**src/hw/rtl/affa_pkg.sv**
```systemverilog
// Package: shared types, constants and command/status structs of the allocator.
package affa_pkg;

  localparam int unsigned MaxRegionsDefault = 64;
  localparam logic [31:0] PoolReset = 32'd268435456;

  localparam logic [1:0] ST_OK        = 2'd0;
  localparam logic [1:0] ST_NO_SPACE  = 2'd1;
  localparam logic [1:0] ST_FULL      = 2'd2;
  localparam logic [1:0] ST_NOT_FOUND = 2'd3;

  localparam logic FUNC_ALLOC   = 1'b0;
  localparam logic FUNC_RELEASE = 1'b1;

  typedef enum logic [2:0] {
    DIV_ROUND = 3'd0,  // ceil(e/align)*align, absolute
    DIV_PAST  = 3'd1,  // pos + ((e-pos)/align+1)*align
    DIV_UPTO  = 3'd2   // pos + ceil((s-pos)/align)*align
  } div_mode_t;

  // controller -> datapath
  typedef struct packed {
    logic load;       // latch request fields; walk position starts at 0, or at the release offset
    logic scan_start; // restart the slot scan
    logic scan_step;  // examine one slot
    logic div_start;  // start a step computation from the scan result
    logic write_slot; // record new region at free slot
    logic kill_slot;  // clear live bit of the matched slot
  } dp_cmd_t;

  // datapath -> controller
  typedef struct packed {
    logic is_release;
    logic bad_size;
    logic scan_done;
    logic have_free;
    logic at_found;   // a region starts at pos
    logic hit_found;  // some region overlaps the candidate
    logic pos_end;    // pos >= pool
    logic last_out;   // pos+size-1 >= pool
    logic div_done;
  } dp_stat_t;

endpackage

```
**src/hw/rtl/affa_ctrl.sv**
```systemverilog
// Controller: sequences scans, steps and the result register.
module affa_ctrl (
  input  logic               clk,
  input  logic               rst_n,
  input  logic               in_valid,
  output logic               in_ready,
  output logic               out_valid,
  input  logic               out_ready,
  output logic               res_success,
  output logic [1:0]         res_status,
  output logic               res_use_pos,
  output affa_pkg::dp_cmd_t  cmd,
  input  affa_pkg::dp_stat_t stat
);
  import affa_pkg::*;

  typedef enum logic [6:0] {
    S_IDLE  = 7'b0000001,
    S_CHECK = 7'b0000010,
    S_SCAN  = 7'b0000100,
    S_EVAL  = 7'b0001000,
    S_DIV   = 7'b0010000,
    S_WAIT  = 7'b0100000,
    S_OUT   = 7'b1000000
  } state_t;

  state_t state_r, state_nxt;
  logic first_r, first_nxt;
  logic succ_r, succ_nxt, use_r, use_nxt;
  logic [1:0] st_r, st_nxt;

  always_comb begin
    state_nxt = state_r;
    first_nxt = first_r;
    succ_nxt = succ_r;
    st_nxt = st_r;
    use_nxt = use_r;
    cmd = '0;
    case (state_r)
      S_IDLE: if (in_valid) begin
        cmd.load = 1'b1;
        state_nxt = S_CHECK;
      end
      S_CHECK: begin
        if (!stat.is_release && stat.bad_size) begin
          succ_nxt = 1'b0; st_nxt = ST_NO_SPACE; use_nxt = 1'b0;
          state_nxt = S_OUT;
        end else begin
          cmd.scan_start = 1'b1;
          first_nxt = 1'b1;
          state_nxt = S_SCAN;
        end
      end
      S_SCAN: begin
        cmd.scan_step = 1'b1;
        if (stat.scan_done) state_nxt = S_EVAL;
      end
      S_EVAL: begin
        first_nxt = 1'b0;
        use_nxt = 1'b0;
        if (stat.is_release) begin
          if (stat.at_found) begin
            cmd.kill_slot = 1'b1;
            succ_nxt = 1'b1; st_nxt = ST_OK;
          end else begin
            succ_nxt = 1'b0; st_nxt = ST_NOT_FOUND;
          end
          state_nxt = S_OUT;
        end else if (first_r && !stat.have_free) begin
          succ_nxt = 1'b0; st_nxt = ST_FULL; state_nxt = S_OUT;
        end else if (stat.pos_end) begin
          succ_nxt = 1'b0; st_nxt = ST_NO_SPACE; state_nxt = S_OUT;
        end else if (stat.at_found) begin
          cmd.div_start = 1'b1; state_nxt = S_DIV;
        end else if (stat.last_out) begin
          succ_nxt = 1'b0; st_nxt = ST_NO_SPACE; state_nxt = S_OUT;
        end else if (!stat.hit_found) begin
          cmd.write_slot = 1'b1;
          succ_nxt = 1'b1; st_nxt = ST_OK; use_nxt = 1'b1;
          state_nxt = S_OUT;
        end else begin
          cmd.div_start = 1'b1; state_nxt = S_DIV;
        end
      end
      S_DIV: state_nxt = S_WAIT;
      S_WAIT: if (stat.div_done) begin
        state_nxt = S_WAIT;
        cmd.scan_start = 1'b1;
        state_nxt = S_SCAN;
      end
      S_OUT: if (out_ready) state_nxt = S_IDLE;
      default: state_nxt = S_IDLE;
    endcase
  end

  always_ff @(posedge clk) begin
    if (!rst_n) begin
      state_r <= S_IDLE;
      first_r <= 1'b0;
    end else begin
      state_r <= state_nxt;
      first_r <= first_nxt;
    end
    succ_r <= succ_nxt;
    st_r   <= st_nxt;
    use_r  <= use_nxt;
  end

  assign in_ready    = (state_r == S_IDLE);
  assign out_valid   = (state_r == S_OUT);
  assign res_success = succ_r;
  assign res_status  = st_r;
  assign res_use_pos = use_r;
endmodule

```
**config.mk**
```make
export PLATFORM = sky130hd
export DESIGN_NAME = affa_ctrl
export DESIGN_NICKNAME = d
export VERILOG_FILES = /design/src/hw/rtl/affa_pkg.sv /design/src/hw/rtl/affa_ctrl.sv
export SDC_FILE = /design/constraint.sdc
export NUM_CORES = 1
export LEC_CHECK = 0
export ABC_AREA = 1
export BUFFER_PORTS_ARGS = -buffer_cell sky130_fd_sc_hd__buf_2
export CELL_PAD_IN_SITES_DETAIL_PLACEMENT = 1
export CELL_PAD_IN_SITES_GLOBAL_PLACEMENT = 1
export CORE_MARGIN = 10
export CORE_UTILIZATION = 29
export CTS_BUF_LIST = sky130_fd_sc_hd__clkbuf_16
export CTS_CLUSTER_DIAMETER = 50
export DETAILED_ROUTE_END_ITERATION = 7
export GPL_TIMING_DRIVEN = 0
export HOLD_SLACK_MARGIN = 0.02
export PLACE_DENSITY_LB_ADDON = 0.15
export SLEW_MARGIN = 20
export SYNTH_ARGS = -nofsm -noshare
export SYNTH_HDL_FRONTEND = slang
export SYNTH_SLANG_ARGS = --single-unit
export TNS_END_PERCENT = 100
```
**constraint.sdc**
```tcl
create_clock -name clk -period 1.14 [get_ports clk]
set_input_delay 0.114 -clock clk [delete_from_list [all_inputs] [get_ports clk]]
set_output_delay 0.114 -clock clk [all_outputs]
set_load 0.005 [all_outputs]
```
==> metrics.yaml <==
cts_tree: "yes"
ys_seq_area_share_pct: 37.0
dieHeight_um: 71.1
slowest_stage: "dfxtp_4"
cpPeakStageDelay_ns: 0.36
max_slew_margin_pct: 76.9
stdcell_area_um2: 1470
cts.clk_slew.worst_paths_ns: 0.05
critPathBufInv: 1
slew_violations: 0
path_cells: "nor2_4 -> nand2_1 -> nor2_1 -> nand2_1 -> nand2_2 -> buf_2"
die_w_um: 71.1
period_share_pct: 133
timing.rr.end: "res_success"
viasPerCell: 4.92
synth_top_area_share_pct: 21.1
worstSetupEndpointType: "output pin"
wl_per_cell_um: 17.6
synthTopCellsByArea: "dfxtp_1 (21%), edfxtp_1 (16%), nand2_1 (12%)"
finalClockSkew_ns: 0.00113
leakagePower_nw: 0.728
final_net_count: 182
final_hold_viol_count: 0
worst-path-stages: 6
yosysTopAreaCell: "dfxtp_1"
vdd_drop_max_mv: 1.75
path_class: "reg -> out"
postSynthAreaPerCell_um2: 6.48
maxCapViolCount: 0
fill_cells: 301
synthesis.nets: 130
run_status: "finished with violations"
ys_ff_latch: 12
regToRegSetupSlack_ns: -0.30
grt_pass1_wl_mm: 4.76
cts.hold.buffers_added: 0
yosys_warnings: 0
seqCellArea_um2: 299
design.core.area_um2: 2480
cp.required_ns: 1.03
worstSetupStartpoint: "state_r[3]"
cp-start-kind: "flip-flop"
drc: 0
preCtsSetupSlack_ns: -0.224
synthCells: 117
drt-total-wl_mm: 3.49
tightest_slew_ns: 0.343
vias: 974
rsz0062_at_grt: "yes"
die_area_um2: 5060
multiInputGateArea_um2: 618
io_buffers: 24
arrival_ns: 1.40
setup_viol: 23
tns_ns: -4.62
violations: "setup timing"
cp_max_fo: 3
pin_count: 25
r2r_cells: 6
fin_total_pwr_mw: 2.73
cp_common_cell: "nand2_1"
cts_buffers: 3
final_cells: 198
post_dp_cell_area_um2: 931
grt_max_degree: 8
start_util_pct: 30.6
routabilityCongestion: 0.829
fmax_mhz: 661
cts.path.max_buffers: 2
fin_ws_ns: -0.372
drt-initial-drc-count: 38
drtPass1Iterations: 4
grt_overflow: 0
place_inst: 171
clkLatencyLatePin_ns: 0.25
fin_crit_ns: 1.51
drive_gt1_share_pct: 64.9
powerDensity_nw_per_um2: 1850
ctsRootBufferMaster: "clkbuf_16"
diodes: 0
crit_end: "cmd[4]"
grt.total_usage_pct: 11.8
clock_sinks: 12
min_path_type: "in -> reg"
syn_area_um2: 758
antenna_found_initial: 0
cts_max_level: 1
timing.rr.start: "state_r[0]"
synth_cell_types: 20
ant_nets: 0
area_delta_synth_final_pct: 94.4
cp_top_family: "simple AND/OR/NAND/NOR gates"
grt_pass1_vias: 1010
dp_hpwl_mm: 1.90
placementRows: 18
==> per-layer routing <==
metal  part of all wire [%]  global-route usage, %
met5                      0                      0
met4                    2.0                   6.02
met3                    4.6                   4.32
met2                     51                   21.3
met1                     43                   11.6
==> registers in the layout, indices dropped and copies added, names as in the netlist <==
register and flops:
res_success 1, state_r 7, res_use_pos 1, res_status 2
first_r 1
==> cells in the mapped netlist <==
cell	count
nand3_2	1
nand4_1	1
nor2_4	1
nor3_1	5
nor3_2	1
nor2_1	20
a211oi_2	1
edfxtp_1	4
dfxtp_1	8
nor2_2	3
o221ai_1	1
o21ai_0	2
nand3_1	17
nand3b_1	1
nand2_2	1
nor4_1	1
inv_2	6
o21ai_1	1
nand2_1	24
inv_1	18
==> power by group <==
group / switching [mW] / internal (mW) / leakage, nW / total, mW
Sequential: 0.0958 / 0.527 / 0.105 / 0.623
Clock: 0.216 / 0.465 / 0.0385 / 0.681
Combinational: 0.778 / 0.649 / 0.585 / 1.43
==> layout by cell type (no fill, tap or decap), types with 2 or more instances in the layout <==
cell / count
nand2_1: 15
inv_1: 13
o21ai_0: 2
dfxtp_4: 4
inv_2: 4
buf_4: 17
nand2_2: 5
nor2_1: 13
nor3_2: 5
nand3_2: 8
nand3_4: 4
buf_6: 6
buf_2: 23
nor2_4: 10
inv_4: 6
edfxtp_1: 4
clkbuf_16: 3
nand2_4: 5
nand3_1: 6
dfxtp_2: 3
==> layout make-up <==
| class | instances | share of cell area [%] |
|---|---|---|
| well taps | 30 | 2.55 |
| flip-flops and latches | 12 | 20.3 |
| clock inverters | 1 | 0.255 |
| clock buffers | 3 | 5.09 |
| repair buffers | 47 | 22.4 |
| multi-input cells | 81 | 41.9 |
| inverters | 24 | 7.47 |
==> worst min-delay path by stage <==
stage	slack (ns)	startpoint	cells after the start	end
final	0.16	rst_n	2	state_r[0]
after global placement	0.38	rst_n	2	state_r[0]
after global routing	0.19	rst_n	2	state_r[0]
after detailed placement	0.39	rst_n	2	state_r[0]
after floorplan	0.20	rst_n	1	state_r[0]
after CTS	0.15	rst_n	2	state_r[0]
==> cells by family (layout without fill, tap and decap cells) <==
family	Yosys count	in the layout	share of synthesized area, %
AOI/OAI and AO/OA	5	5	4.78
and+or+nand+nor	76	76	46.4
buffers and inverters	24	75	11.9
DFF	12	12	37.0
==> per-stage QoR <==
step                utilization [%]  hold slack, ns
floorplan                         -           0.198
global placement               37.6           0.383
detailed placement             37.6           0.387
CTS                            51.1           0.149
global route                   59.5           0.191
finish                         59.5           0.159
==> timing repair <==
item / 4_1_cts / 5_1_grt
resized for setup: 41 / 37
pin swaps: 15 / 21
endpoints found under the hold margin: 0 / 0
buffers inserted: 13 / 12
endpoints found under the setup margin: 21 / 24
Power figures use the tool's default switching activity.
